<file path="src/design/rdc_pkg.sv">
// rdc_pkg: shared types, widths and constants of the radix digit converter
// no dependencies; imported by the interfaces and every module of the block
`default_nettype none

package rdc_pkg;

	localparam int VALUE_W     = 32;   // width of the input value field
	localparam int RADIX_W     = 5;    // width of the radix register
	localparam int DIGIT_W     = 4;    // width of one digit
	localparam int CHAR_W      = 7;    // width of an ascii code
	localparam int RADIX_MIN   = 2;
	localparam int RADIX_MAX   = 16;
	localparam int RADIX_RESET = 10;
	localparam int QUEUE_DEPTH = 2;    // entries between front and back
	localparam int CHAR_ZERO   = 48;   // ascii '0'
	localparam int CHAR_A_OFS  = 55;   // ascii 'A' minus ten

	// one classified item as it travels from front to back
	typedef struct packed {
		logic [VALUE_W-1:0] value;      // value already masked to the operand width
		logic [RADIX_W-1:0] base;       // radix in force when the item was taken
		logic               one_digit;  // value below base: single digit, no division
	} rdc_item_t;

	typedef struct packed {
		logic      valid;
		rdc_item_t item;
	} rdc_push_t;

	typedef struct packed {
		logic      avail;
		rdc_item_t item;
	} rdc_qhead_t;

	function automatic logic [CHAR_W-1:0] digit_to_char(input logic [DIGIT_W-1:0] d);
		logic [CHAR_W-1:0] d_ext;
		d_ext = CHAR_W'(d);
		if (d < DIGIT_W'(10)) begin
			return CHAR_W'(CHAR_ZERO) + d_ext;
		end else begin
			return CHAR_W'(CHAR_A_OFS) + d_ext;
		end
	endfunction

endpackage

`default_nettype wire

</file>
<file path="src/design/rdc_if.sv">
// rdc_in_if / rdc_out_if: valid-ready channels of the radix digit converter
// depends on rdc_pkg for the payload widths
`default_nettype none

interface rdc_in_if;
	import rdc_pkg::*;

	logic               valid;
	logic               ready;
	logic [VALUE_W-1:0] value;

	modport source (output valid, output value, input ready);
	modport sink   (input valid, input value, output ready);
endinterface

interface rdc_out_if;
	import rdc_pkg::*;

	logic               valid;
	logic               ready;
	logic [DIGIT_W-1:0] digit;
	logic [CHAR_W-1:0]  digit_char;
	logic               last;

	modport source (output valid, output digit, output digit_char, output last, input ready);
	modport sink   (input valid, input digit, input digit_char, input last, output ready);
endinterface

`default_nettype wire

</file>
<file path="src/design/rdc_front.sv">
// rdc_front: radix register, input transfer, masking and classification
// depends on rdc_pkg and rdc_in_if
`default_nettype none

module rdc_front #(
	parameter int VALUE_BITS = 32
) (
	input  wire                          clk,
	input  wire                          arst_n,
	input  wire                          cfg_we,
	input  wire  [rdc_pkg::RADIX_W-1:0]  cfg_wdata,
	rdc_in_if.sink                       in_ch,
	output rdc_pkg::rdc_push_t           push,
	input  wire                          push_ready
);
	import rdc_pkg::*;

	localparam int NB = (VALUE_BITS < VALUE_W) ? VALUE_BITS : VALUE_W;

	logic [RADIX_W-1:0] radix_q;
	logic [RADIX_W-1:0] radix_clamped;
	logic [VALUE_W-1:0] value_masked;

	// clamp written base to 2..16
	always_comb begin
		if (cfg_wdata < RADIX_W'(RADIX_MIN)) begin
			radix_clamped = RADIX_W'(RADIX_MIN);
		end else if (cfg_wdata > RADIX_W'(RADIX_MAX)) begin
			radix_clamped = RADIX_W'(RADIX_MAX);
		end else begin
			radix_clamped = cfg_wdata;
		end
	end

	always_ff @(posedge clk or negedge arst_n) begin
		if (!arst_n) begin
			radix_q <= RADIX_W'(RADIX_RESET);
		end else if (cfg_we) begin
			radix_q <= radix_clamped;
		end
	end

	assign value_masked = VALUE_W'(in_ch.value[NB-1:0]);

	assign in_ch.ready          = push_ready;
	assign push.valid           = in_ch.valid;
	assign push.item.value      = value_masked;
	assign push.item.base       = radix_q;
	assign push.item.one_digit  = value_masked < VALUE_W'(radix_q);

endmodule

`default_nettype wire

</file>
<file path="src/design/rdc_queue.sv">
// rdc_queue: short fifo of classified items between front and back
// depends on rdc_pkg
`default_nettype none

module rdc_queue (
	input  wire                   clk,
	input  wire                   arst_n,
	input  rdc_pkg::rdc_push_t    push,
	output logic                  push_ready,
	output rdc_pkg::rdc_qhead_t   head,
	input  wire                   pop
);
	import rdc_pkg::*;

	localparam int PW = (QUEUE_DEPTH > 1) ? $clog2(QUEUE_DEPTH) : 1;
	localparam int CW = $clog2(QUEUE_DEPTH + 1);

	rdc_item_t         entry_q [QUEUE_DEPTH];
	logic [PW-1:0]     wr_ptr_q;
	logic [PW-1:0]     rd_ptr_q;
	logic [CW-1:0]     count_q;
	logic              do_push;
	logic              do_pop;

	assign push_ready = count_q != CW'(QUEUE_DEPTH);
	assign do_push    = push.valid && push_ready;
	assign do_pop     = pop && (count_q != '0);

	assign head.avail = count_q != '0;
	assign head.item  = entry_q[rd_ptr_q];

	always_ff @(posedge clk) begin
		if (do_push) begin
			entry_q[wr_ptr_q] <= push.item;
		end
	end

	always_ff @(posedge clk or negedge arst_n) begin
		if (!arst_n) begin
			wr_ptr_q <= '0;
			rd_ptr_q <= '0;
			count_q  <= '0;
		end else begin
			if (do_push) begin
				wr_ptr_q <= (wr_ptr_q == PW'(QUEUE_DEPTH - 1)) ? '0 : wr_ptr_q + 1'b1;
			end
			if (do_pop) begin
				rd_ptr_q <= (rd_ptr_q == PW'(QUEUE_DEPTH - 1)) ? '0 : rd_ptr_q + 1'b1;
			end
			if (do_push && !do_pop) begin
				count_q <= count_q + 1'b1;
			end else if (do_pop && !do_push) begin
				count_q <= count_q - 1'b1;
			end
		end
	end

	a_no_pop_empty: assert property (@(posedge clk) disable iff (!arst_n)
		!(pop && count_q == '0))
		else $error("rdc_queue: pop while empty");

endmodule

`default_nettype wire

</file>
<file path="src/design/rdc_back.sv">
// rdc_back: restoring divider, digit store and most-significant-first output
// depends on rdc_pkg and rdc_out_if
`default_nettype none

module rdc_back #(
	parameter int VALUE_BITS = 32,
	parameter int MAX_DIGITS = 32
) (
	input  wire                  clk,
	input  wire                  arst_n,
	input  rdc_pkg::rdc_qhead_t  head,
	output logic                 pop,
	rdc_out_if.source            out_ch
);
	import rdc_pkg::*;

	localparam int NB = (VALUE_BITS < VALUE_W) ? VALUE_BITS : VALUE_W;
	localparam int SW = $clog2(NB);
	localparam int AW = $clog2(MAX_DIGITS);
	localparam int CW = $clog2(MAX_DIGITS + 1);

	typedef enum logic [3:0] {
		S_IDLE = 4'b0001,
		S_DIV  = 4'b0010,
		S_READ = 4'b0100,
		S_SHOW = 4'b1000
	} back_state_t;

	back_state_t         state_q;
	logic [NB-1:0]       quo_q;
	logic [DIGIT_W-1:0]  rem_q;
	logic [RADIX_W-1:0]  base_q;
	logic [SW-1:0]       step_q;
	logic [CW-1:0]       cnt_q;
	logic [AW-1:0]       rd_ptr_q;
	logic [DIGIT_W-1:0]  rd_data_q;
	logic [DIGIT_W-1:0]  digit_mem [MAX_DIGITS];

	logic [RADIX_W-1:0]  trial;
	logic                trial_ge;
	logic [RADIX_W-1:0]  rem_nxt;
	logic [NB-1:0]       quo_nxt;
	logic [CW-1:0]       cnt_inc;
	logic                div_last_step;
	logic                conv_done;
	logic                mem_we;
	logic [AW-1:0]       mem_waddr;
	logic [DIGIT_W-1:0]  mem_wdata;

	// one restoring step: bring down the next dividend bit
	assign trial    = {rem_q, quo_q[NB-1]};
	assign trial_ge = trial >= base_q;
	assign rem_nxt  = trial_ge ? (trial - base_q) : trial;
	assign quo_nxt  = {quo_q[NB-2:0], trial_ge};
	assign cnt_inc  = cnt_q + 1'b1;

	assign div_last_step = (state_q == S_DIV) && (step_q == '0);
	assign conv_done     = (quo_nxt == '0) || (cnt_inc == CW'(MAX_DIGITS));

	assign pop = (state_q == S_IDLE) && head.avail;

	always_comb begin
		mem_we    = 1'b0;
		mem_waddr = cnt_q[AW-1:0];
		mem_wdata = rem_nxt[DIGIT_W-1:0];
		if (pop && head.item.one_digit) begin
			mem_we    = 1'b1;
			mem_waddr = '0;
			mem_wdata = head.item.value[DIGIT_W-1:0];
		end else if (div_last_step) begin
			mem_we = 1'b1;
		end
	end

	always_ff @(posedge clk) begin
		if (mem_we) begin
			digit_mem[mem_waddr] <= mem_wdata;
		end
		if (state_q == S_READ) begin
			rd_data_q <= digit_mem[rd_ptr_q];
		end
	end

	// datapath
	always_ff @(posedge clk) begin
		if (pop) begin
			base_q <= head.item.base;
			quo_q  <= head.item.value[NB-1:0];
			rem_q  <= '0;
		end else if (state_q == S_DIV) begin
			quo_q <= quo_nxt;
			rem_q <= (div_last_step && !conv_done) ? '0 : rem_nxt[DIGIT_W-1:0];
		end
	end

	// control
	always_ff @(posedge clk or negedge arst_n) begin
		if (!arst_n) begin
			state_q  <= S_IDLE;
			step_q   <= '0;
			cnt_q    <= '0;
			rd_ptr_q <= '0;
		end else begin
			unique case (state_q)
				S_IDLE: begin
					if (head.avail) begin
						cnt_q  <= '0;
						step_q <= SW'(NB - 1);
						if (head.item.one_digit) begin
							rd_ptr_q <= '0;
							state_q  <= S_READ;
						end else begin
							state_q <= S_DIV;
						end
					end
				end
				S_DIV: begin
					if (step_q == '0) begin
						cnt_q <= cnt_inc;
						if (conv_done) begin
							rd_ptr_q <= cnt_q[AW-1:0];
							state_q  <= S_READ;
						end else begin
							step_q <= SW'(NB - 1);
						end
					end else begin
						step_q <= step_q - 1'b1;
					end
				end
				S_READ: begin
					state_q <= S_SHOW;
				end
				S_SHOW: begin
					if (out_ch.ready) begin
						if (rd_ptr_q == '0) begin
							state_q <= S_IDLE;
						end else begin
							rd_ptr_q <= rd_ptr_q - 1'b1;
							state_q  <= S_READ;
						end
					end
				end
				default: begin
					state_q <= S_IDLE;
				end
			endcase
		end
	end

	assign out_ch.valid      = state_q == S_SHOW;
	assign out_ch.digit      = rd_data_q;
	assign out_ch.digit_char = digit_to_char(rd_data_q);
	assign out_ch.last       = rd_ptr_q == '0;

	a_digit_below_base: assert property (@(posedge clk) disable iff (!arst_n)
		(state_q == S_SHOW) |-> (RADIX_W'(rd_data_q) < base_q))
		else $error("rdc_back: digit not below base");

	a_base_in_range: assert property (@(posedge clk) disable iff (!arst_n)
		(state_q == S_DIV) |-> (base_q >= RADIX_W'(RADIX_MIN) && base_q <= RADIX_W'(RADIX_MAX)))
		else $error("rdc_back: base out of range during division");

	a_rem_below_base: assert property (@(posedge clk) disable iff (!arst_n)
		(state_q == S_DIV) |-> (RADIX_W'(rem_q) < base_q))
		else $error("rdc_back: partial remainder not below base");

	a_digit_count: assert property (@(posedge clk) disable iff (!arst_n)
		(state_q == S_DIV) |-> (cnt_q < CW'(MAX_DIGITS)))
		else $error("rdc_back: digit store overrun");

endmodule

`default_nettype wire

</file>
<file path="src/design/radix_digit_converter_top.sv">
// radix_digit_converter_top: value to base-n digit converter, top level
// depends on rdc_pkg, rdc_if, rdc_front, rdc_queue and rdc_back
// a value below the base skips the divider and goes from the queue straight
// to the read and show states; otherwise the one-bit restoring divider works
// through all NB operand bits for each digit (NB = min(VALUE_BITS, 32)), then
// the digits go out most significant first, each through the read and show states;
// while a conversion runs, up to 2 further items wait in the queue
// reset: radix returns to 10, queue empties, back end idles; no clearing pass
`default_nettype none

module radix_digit_converter_top #(
	parameter int VALUE_BITS = 32,   // operand bits taken from value (at most 32), 8..64
	parameter int MAX_DIGITS = 32    // depth of the digit store, 8..64
) (
	input  wire                          clk,
	input  wire                          arst_n,
	input  wire                          cfg_we,
	input  wire  [rdc_pkg::RADIX_W-1:0]  cfg_wdata,
	rdc_in_if.sink                       in_ch,
	rdc_out_if.source                    out_ch
);
	import rdc_pkg::*;

	// front to queue and queue to back
	rdc_push_t  push;
	logic       push_ready;
	rdc_qhead_t head;
	logic       pop;

	// front: holds the clamped radix, masks each value and flags the
	// single-digit case so the back end can skip the divider for it
	rdc_front #(
		.VALUE_BITS (VALUE_BITS)
	) u_front (
		.clk        (clk),
		.arst_n     (arst_n),
		.cfg_we     (cfg_we),
		.cfg_wdata  (cfg_wdata),
		.in_ch      (in_ch),
		.push       (push),
		.push_ready (push_ready)
	);

	// queue: lets input transfers continue while a long conversion runs
	rdc_queue u_queue (
		.clk        (clk),
		.arst_n     (arst_n),
		.push       (push),
		.push_ready (push_ready),
		.head       (head),
		.pop        (pop)
	);

	// back: repeated division by the base, digits stored least significant
	// first, then read back in reverse order, one output transfer per digit
	rdc_back #(
		.VALUE_BITS (VALUE_BITS),
		.MAX_DIGITS (MAX_DIGITS)
	) u_back (
		.clk    (clk),
		.arst_n (arst_n),
		.head   (head),
		.pop    (pop),
		.out_ch (out_ch)
	);

endmodule

`default_nettype wire

</file>
<file path="src/flat_wrapper.sv">
// flat-port wrapper written by rule: the top's interface ports become plain ports
module radix_digit_converter_top_flat import rdc_pkg::*;
#(
	parameter int VALUE_BITS = 32,                                                       
	parameter int MAX_DIGITS = 32                                      
)
  (clk, arst_n, cfg_we, cfg_wdata, in_ch_valid, in_ch_value, in_ch_ready, out_ch_valid, out_ch_digit, out_ch_digit_char, out_ch_last, out_ch_ready);
  rdc_in_if in_ch_i ();
  rdc_out_if out_ch_i ();
  input  wire clk;
  input  wire arst_n;
  input  wire cfg_we;
  input  wire  [rdc_pkg::RADIX_W-1:0] cfg_wdata;
  input wire logic [$bits(in_ch_i.valid)-1:0] in_ch_valid;
  input wire logic [$bits(in_ch_i.value)-1:0] in_ch_value;
  output wire logic [$bits(in_ch_i.ready)-1:0] in_ch_ready;
  output wire logic [$bits(out_ch_i.valid)-1:0] out_ch_valid;
  output wire logic [$bits(out_ch_i.digit)-1:0] out_ch_digit;
  output wire logic [$bits(out_ch_i.digit_char)-1:0] out_ch_digit_char;
  output wire logic [$bits(out_ch_i.last)-1:0] out_ch_last;
  input wire logic [$bits(out_ch_i.ready)-1:0] out_ch_ready;
  assign in_ch_i.valid = in_ch_valid;
  assign in_ch_i.value = in_ch_value;
  assign in_ch_ready = in_ch_i.ready;
  assign out_ch_valid = out_ch_i.valid;
  assign out_ch_digit = out_ch_i.digit;
  assign out_ch_digit_char = out_ch_i.digit_char;
  assign out_ch_last = out_ch_i.last;
  assign out_ch_i.ready = out_ch_ready;
  radix_digit_converter_top #(.VALUE_BITS(VALUE_BITS), .MAX_DIGITS(MAX_DIGITS)) u_core (.clk(clk), .arst_n(arst_n), .cfg_we(cfg_we), .cfg_wdata(cfg_wdata), .in_ch(in_ch_i), .out_ch(out_ch_i));
endmodule
</file>
<file path="config.mk">
export PLATFORM = sky130hd
export DESIGN_NAME = radix_digit_converter_top_flat
export DESIGN_NICKNAME = d
export VERILOG_FILES = /design/src/design/rdc_pkg.sv /design/src/design/rdc_if.sv /design/src/design/rdc_front.sv /design/src/design/rdc_queue.sv /design/src/design/rdc_back.sv /design/src/design/radix_digit_converter_top.sv /design/src/flat_wrapper.sv
export SDC_FILE = /design/constraint.sdc
export NUM_CORES = 1
export LEC_CHECK = 0
export ABC_AREA = 1
export BUFFER_PORTS_ARGS = -buffer_cell sky130_fd_sc_hd__buf_2
export CORE_AREA = 2 2 152 154
export DETAILED_ROUTE_END_ITERATION = 6
export DIE_AREA = 0 0 154 156
export PLACE_DENSITY = 0.84
export SYNTH_ARGS = -nofsm -noshare
export SYNTH_HDL_FRONTEND = slang
export SYNTH_SLANG_ARGS = --single-unit
</file>
<file path="constraint.sdc">
create_clock -name clk -period 2.95 [get_ports clk]
set_input_delay 0.885 -clock clk [delete_from_list [all_inputs] [get_ports clk]]
set_output_delay 0.885 -clock clk [all_outputs]
set_load 0.01 [all_outputs]
</file>
==> results_dict.tcl, run 1 <==
set metrics [dict create \
    rows 55 \
    drive_above_1_share_pct 14.8 \
    cts_resized 0 \
    maxCapViolCount 0 \
    endpoint_kind "primary output" \
    status "finished clean" \
    slew_headroom_pct 41.9 \
    yosys.area.top_type "edfxtp_1" \
    finalSetupTns_ps 0 \
    drt_first_pass_iters 6 \
    postRouteAntennaNets 0 \
    yosys-top-cells-area "edfxtp_1 (61%), nor2_1 (6.1%), nand2_1 (6.1%), dfrtp_1 (5.4%), o21ai_0 (2.9%)" \
    grt_pass1_wl_um 39800 \
    grtUsageMet2_pct 36.9 \
    clk_path_buf_depth 3 \
    vias_per_cell 5.71 \
    use_met1_pct 26.0 \
    p_clk_share_pct 30.8 \
    min_period_ps 2770 \
    port_buffers 55 \
    nFillCells 1656 \
    drtIter0Drc 800 \
    wl_um 25000 \
    place.gp.congestion 0.881 \
    slew_viol_final 0 \
    busiest_layer "met2" \
    clock_skew_ps 20.4 \
    yosysWarnings 0 \
    synth_edf_count 245 \
    rr_worst_depth 7 \
    p_sw_mw 3.19 \
    crit_arrival_ps 1890 \
    clk_pin_slew_worst_paths_ps 70 \
    hold_path_class "primary input to async pin" \
    ir_drop_mv 0.605 \
    finish.utilization_pct 60.6 \
    criticalPathCategory "flip-flop to primary output" \
    post_cts_buffers 0 \
    vias 8168 \
    p_int_mw 8.07 \
    synth_cells 1066 \
    syn_nets 1124 \
    grt_antenna_before_repair 0 \
    io_pins 56 \
    yosysSeqAreaShare_pct 67.7 \
    power_frac_comb_pct 18.0 \
    numCtsBuffers 27 \
    r2r-start "u_core.u_back.state_q[0]" \
    ys_ff_latch 278 \
    regToRegEndpoint "u_core.u_back.digit_mem[20][2]" \
    post-dp-hpwl_um 15800 \
    numPlacedInstances 1380 \
    p_per_area_mw_per_mm2 831 \
    grt_max_degree 69 \
    overflow 0 \
    gr-usage-met3_pct 3.08 \
    cp.required_ps 2070 \
    p_total_mw 11.3 \
    stdcell_count 1430 \
    netSwitchingFraction_pct 28.3 \
    p_seq_share_pct 51.2 \
    yosys.area.top_type_share_pct 61.0 \
    cts-htree-levels 1 \
    die_y_um 156 \
    grt_pass1_vias 8057 \
    finalCritPeriodShare_pct 94.0 \
    worstSkewPairLatency_ps 550 \
    syn_area_per_cell_um2 11.3 \
    p_leak_nw 5.22 \
    drc 0 \
    ys.flop_type "edfxtp_1" \
    start_util_pct 53.9 \
    clock-sinks 278 \
    critPathLaunchType "flip-flop" \
    diodes 0 \
    root_buffer "clkbuf_16" \
    rrSetupSlack_ps 500 \
    core_mm2 0.0224 \
    grt_usage_pct 21.0 \
    synth_area_mm2 0.0121 \
    final_nets 1182 \
    wl_per_cell_um 17.5 \
    rsz0062_at_grt "no" \
    worstMarginPinSlew_ps 866 \
    fmax_mhz 361 \
    ys_types 50 \
    die_w_um 154 \
    synthToLayoutAreaGrowth_pct 12.3 \
    cts_tree "done" \
    finalSetupViolCount 0 \
    async_flop_share_pct 10.4 \
    multi_input_area_mm2 0.00343 \
    holdBufCountCts 0 \
    hold_viol 0 \
    seqCellArea_mm2 0.00817 \
    crit_fanout 13 \
    dieArea_mm2 0.0240 \
]
## layout make-up
type / instances / share of cell area, %
clock buffer: 32 / 5.35
clock inverter: 18 / 1.33
inverter: 73 / 2.14
multi-input combinational: 673 / 25.3
sequential: 278 / 60.3
tap: 285 / 2.63
timing repair buffer: 71 / 2.92
## stage by stage
stage / setup WS (ps) / area (um2) / hold WS (ps)
floorplan: 157 / 12100 / 433
global placement: 691 / 12600 / 451
detailed placement: 592 / 12600 / 455
CTS: 238 / 13500 / 402
global route: 121 / 13500 / 438
finish: 176 / 13500 / 403
## how the worst max path moves through the flow
| stage | from | to | cells past startpoint | slack (ps) |
|---|---|---|---|---|
| floorplan | u_core.u_back.state_q[3] | u_core.u_back.digit_mem[0][1] | 7 | 160 |
| global placement | u_core.u_back.state_q[0] | u_core.u_back.digit_mem[24][0] | 7 | 690 |
| detailed placement | u_core.u_back.step_q[0] | u_core.u_back.digit_mem[23][2] | 8 | 590 |
| CTS | u_core.u_back.rd_ptr_q[2] | out_ch_last | 5 | 240 |
| global route | u_core.u_back.rd_ptr_q[2] | out_ch_last | 5 | 120 |
| finish | u_core.u_back.rd_ptr_q[2] | out_ch_last | 5 | 180 |
## logic make-up (layout without fill, tap and decap cells)
kind of cell / after synthesis / after routing / synth area share (%)
compound gates: 163 / 163 / 8.26
xor+xnor: 8 / 8 / 0.581
fa+ha+maj: 16 / 16 / 1.72
buf+inv: 115 / 194 / 4.04
flops: 278 / 278 / 67.7
simple gates: 486 / 486 / 17.7
## flip-flops by register name, summed over array words and instances, names as in the netlist
signal / count
u_core.u_back.digit_mem: 128
u_core.u_queue.entry_q: 76
u_core.u_back.rd_ptr_q: 5
u_core.u_queue.count_q: 2
u_core.u_back.base_q: 5
u_core.u_front.radix_q: 5
u_core.u_back.quo_q: 32
u_core.u_back.step_q: 5
u_core.u_back.cnt_q: 6
u_core.u_back.rem_q: 4
u_core.u_back.state_q: 4
u_core.u_queue.rd_ptr_q: 1
u_core.u_queue.wr_ptr_q: 1
u_core.u_back.out_ch.digit: 4
## power groups by stage
stage          logic [mW]  clock network, mW  registers, mW
2_1_floorplan        1.29                  0           5.76
3_3_place_gp         1.93                  0           5.80
3_5_place_dp         2.00                  0           5.82
4_1_cts              2.03               3.51           5.76
5_1_grt              2.26               3.65           5.81
6_report             2.03               3.47           5.76
## worst max-delay path: stages (launching register included)
cell and delay, ps:
dfrtp_1 540, nor2_1 160, buf_4 190, nand2_1 70
nor2_1 200, buf_2 180
## routing by layer
metal	share of wire, %	wire [um]	up-vias
li1	-	-	3841
met1	39	9750	3851
met3	7.8	1950	75
met4	3.5	884	0
met2	50	12400	401
met5	0	0	-
## cells in the final DEF, fill, tap and decap left out, types with 4 or more instances in the layout
cell type  instances
edfxtp_1         245
nor2_1           195
nand2_1          195
o21ai_0           69
inv_1             57
buf_2             55
nand3_1           35
o31ai_1           30
clkbuf_16         27
dfrtp_1           26
o22ai_1           18
nand4_1           16
buf_4             16
o211ai_1          15
ha_1              15
inv_2             13
a21oi_1           12
clkinv_2           9
o21ai_1            7
xor2_1             6
nor4_1             6
nand3b_1           5
nand2_2            5
nand3_2            4
nand2_4            4
o221ai_1           4
or2_1              4
o21ai_2            4
dfxtp_1            4
## Yosys cell counts (15+ instances only)
cell,n
nand2_1,195
o31ai_1,30
buf_2,23
inv_1,57
ha_1,15
o211ai_1,15
edfxtp_1,245
o22ai_1,18
o21ai_0,71
dfrtp_1,26
nor2_1,197
nand4_1,16
nand3_1,35
Note: power is estimated with default switching activity, not from simulation.
==> inputs of run 2 (changes only) <==
--- a/config.mk
+++ b/config.mk
@@ -10,7 +10,7 @@
 export CORE_AREA = 2 2 152 154
 export DETAILED_ROUTE_END_ITERATION = 6
 export DIE_AREA = 0 0 154 156
-export PLACE_DENSITY = 0.84
+export PLACE_DENSITY_LB_ADDON = 0.1
 export SYNTH_ARGS = -nofsm -noshare
 export SYNTH_HDL_FRONTEND = slang
 export SYNTH_SLANG_ARGS = --single-unit
==> results_dict.tcl, run 2 (synthesis gave the netlist of run 1 again) <==
set metrics [dict create \
    crit_start "u_core.u_back.rd_ptr_q[0]" \
    rrSetupSlack_ps 590 \
    seqCellArea_mm2 0.00817 \
    crit_arrival_ps 1890 \
    io_pins 56 \
    vias 7858 \
    path_buf_inv 2 \
    root_buffer "clkbuf_16" \
    finalCritPeriodShare_pct 93.9 \
    fmax_mhz 361 \
    slew_viol_final 0 \
    clock-sinks 278 \
    gr-usage-met3_pct 3.28 \
    place.gp.congestion 0.791 \
    crit_fanout 26 \
    min_period_ps 2770 \
    crit_chain "inv_2 -> ha_1 -> nand2_1 -> nor2_1 -> buf_2" \
    grt_pass1_vias 7558 \
    overflow 0 \
    final_nets 1186 \
    clock_skew_ps 11.7 \
    drt_first_pass_iters 5 \
    nFillCells 1837 \
    cp_top_family "buffers and inverters" \
    port_buffers 55 \
    post-route-cell-area_mm2 0.0136 \
    placed_area_mm2 0.0127 \
    criticalPathCategory "flip-flop to primary output" \
    postRouteAntennaNets 0 \
    status "finished clean" \
    busiest_layer "met2" \
    drive_above_1_share_pct 14.4 \
    start_util_pct 53.9 \
    whs_ps 429 \
    wl_um 24800 \
    finalSetupTns_ps 0 \
    synthToLayoutAreaGrowth_pct 12.6 \
    top_register "u_core.u_back.digit_mem" \
    rows 55 \
    post_cts_buffers 0 \
    r2r-start "u_core.u_back.state_q[0]" \
    diodes 0 \
    cts-htree-levels 1 \
    worstSkewPairLatency_ps 530 \
    die_w_um 154 \
    final_common_cell "edfxtp_1" \
    critPathLaunchType "flip-flop" \
    p_leak_nw 5.22 \
    finalSetupViolCount 0 \
    vias_per_cell 5.48 \
    cp.required_ps 2070 \
    p_total_mw 11.2 \
    holdBufCountCts 0 \
    wl_per_cell_um 17.3 \
    ir_drop_mv 0.594 \
    cts_resized 0 \
    hold_viol 0 \
    multi_input_area_mm2 0.00343 \
    grt_usage_pct 21.0 \
    largest_reg_flops 128 \
    maxCapViolCount 0 \
    core_mm2 0.0224 \
    worstMarginPinSlew_ps 764 \
    mostFrequentLayoutCells "edfxtp_1 (245), nor2_1 (195), nand2_1 (195)" \
    slew_headroom_pct 49.1 \
    numCtsBuffers 28 \
    rsz0062_at_grt "no" \
    grtUsageMet2_pct 35.8 \
    grt_pass1_wl_um 39900 \
    finish.utilization_pct 60.7 \
    post-dp-hpwl_um 16200 \
    crit_slowest_cell "dfrtp_2" \
    cts_tree "done" \
    die_y_um 156 \
    grt_max_degree 69 \
    drc 0 \
    clk_pin_slew_worst_paths_ps 60 \
    clk_path_buf_depth 3 \
    reg_top3 "u_core.u_back.digit_mem x128, u_core.u_queue.entry_q x76, u_core.u_back.quo_q x32" \
    slowest_delay_ps 410 \
    endpoint_kind "primary output" \
    dieArea_mm2 0.0240 \
    drtIter0Drc 533 \
    use_met1_pct 28.0 \
    hold_path_class "primary input to async pin" \
    p_per_area_mw_per_mm2 825 \
    grt_antenna_before_repair 0 \
]
run 2: area by class of cell:
class                      count  share of cell area, %
inverter                      73                   2.14
timing repair buffer          74                   3.17
tap                          285                   2.63
multi-input combinational    673                   25.3
clock buffer                  34                   5.48
clock inverter                16                   1.18
sequential                   278                   60.1
run 2: through the flow:
stage               worst slack [ps]  cells
global route                    2.70   1433
finish                           179   1433
CTS                              121   1433
floorplan                        157   1066
detailed placement               617   1383
global placement                 650   1383
run 2: power by group:
part	internal [mW]	switching, mW	leakage (nW)
Clock	2.05	1.42	0.425
Combinational	0.588	1.41	2.09
Sequential	5.46	0.283	2.70
Total	8.10	3.11	5.22
run 2: worst register-to-register path, delay by kind of cell (launching register included):
| family | cells | cell delay, ps |
|---|---|---|
| compound gates | 1 | 510 |
| buf+inv | 3 | 390 |
| flops | 1 | 540 |
| simple gates | 3 | 610 |
run 2: per-layer routing:
metal | wire (um) | part of all wire (%)
met5 | 0 | 0
met4 | 748 | 3.0
met3 | 1280 | 5.1
met2 | 12300 | 49
met1 | 10500 | 42
run 2: final timing paths:
kind,endpoint,cells after the start
setup / recovery,out_ch_last,5
hold / removal,u_core.u_back.cnt_q[2],1
setup reg to reg,u_core.u_back.digit_mem[16][3],7
hold reg to reg,u_core.u_back.rem_q[3],2
max in group asynchronous,u_core.u_back.rd_ptr_q[0],1
min in group clk,u_core.u_back.rem_q[3],2
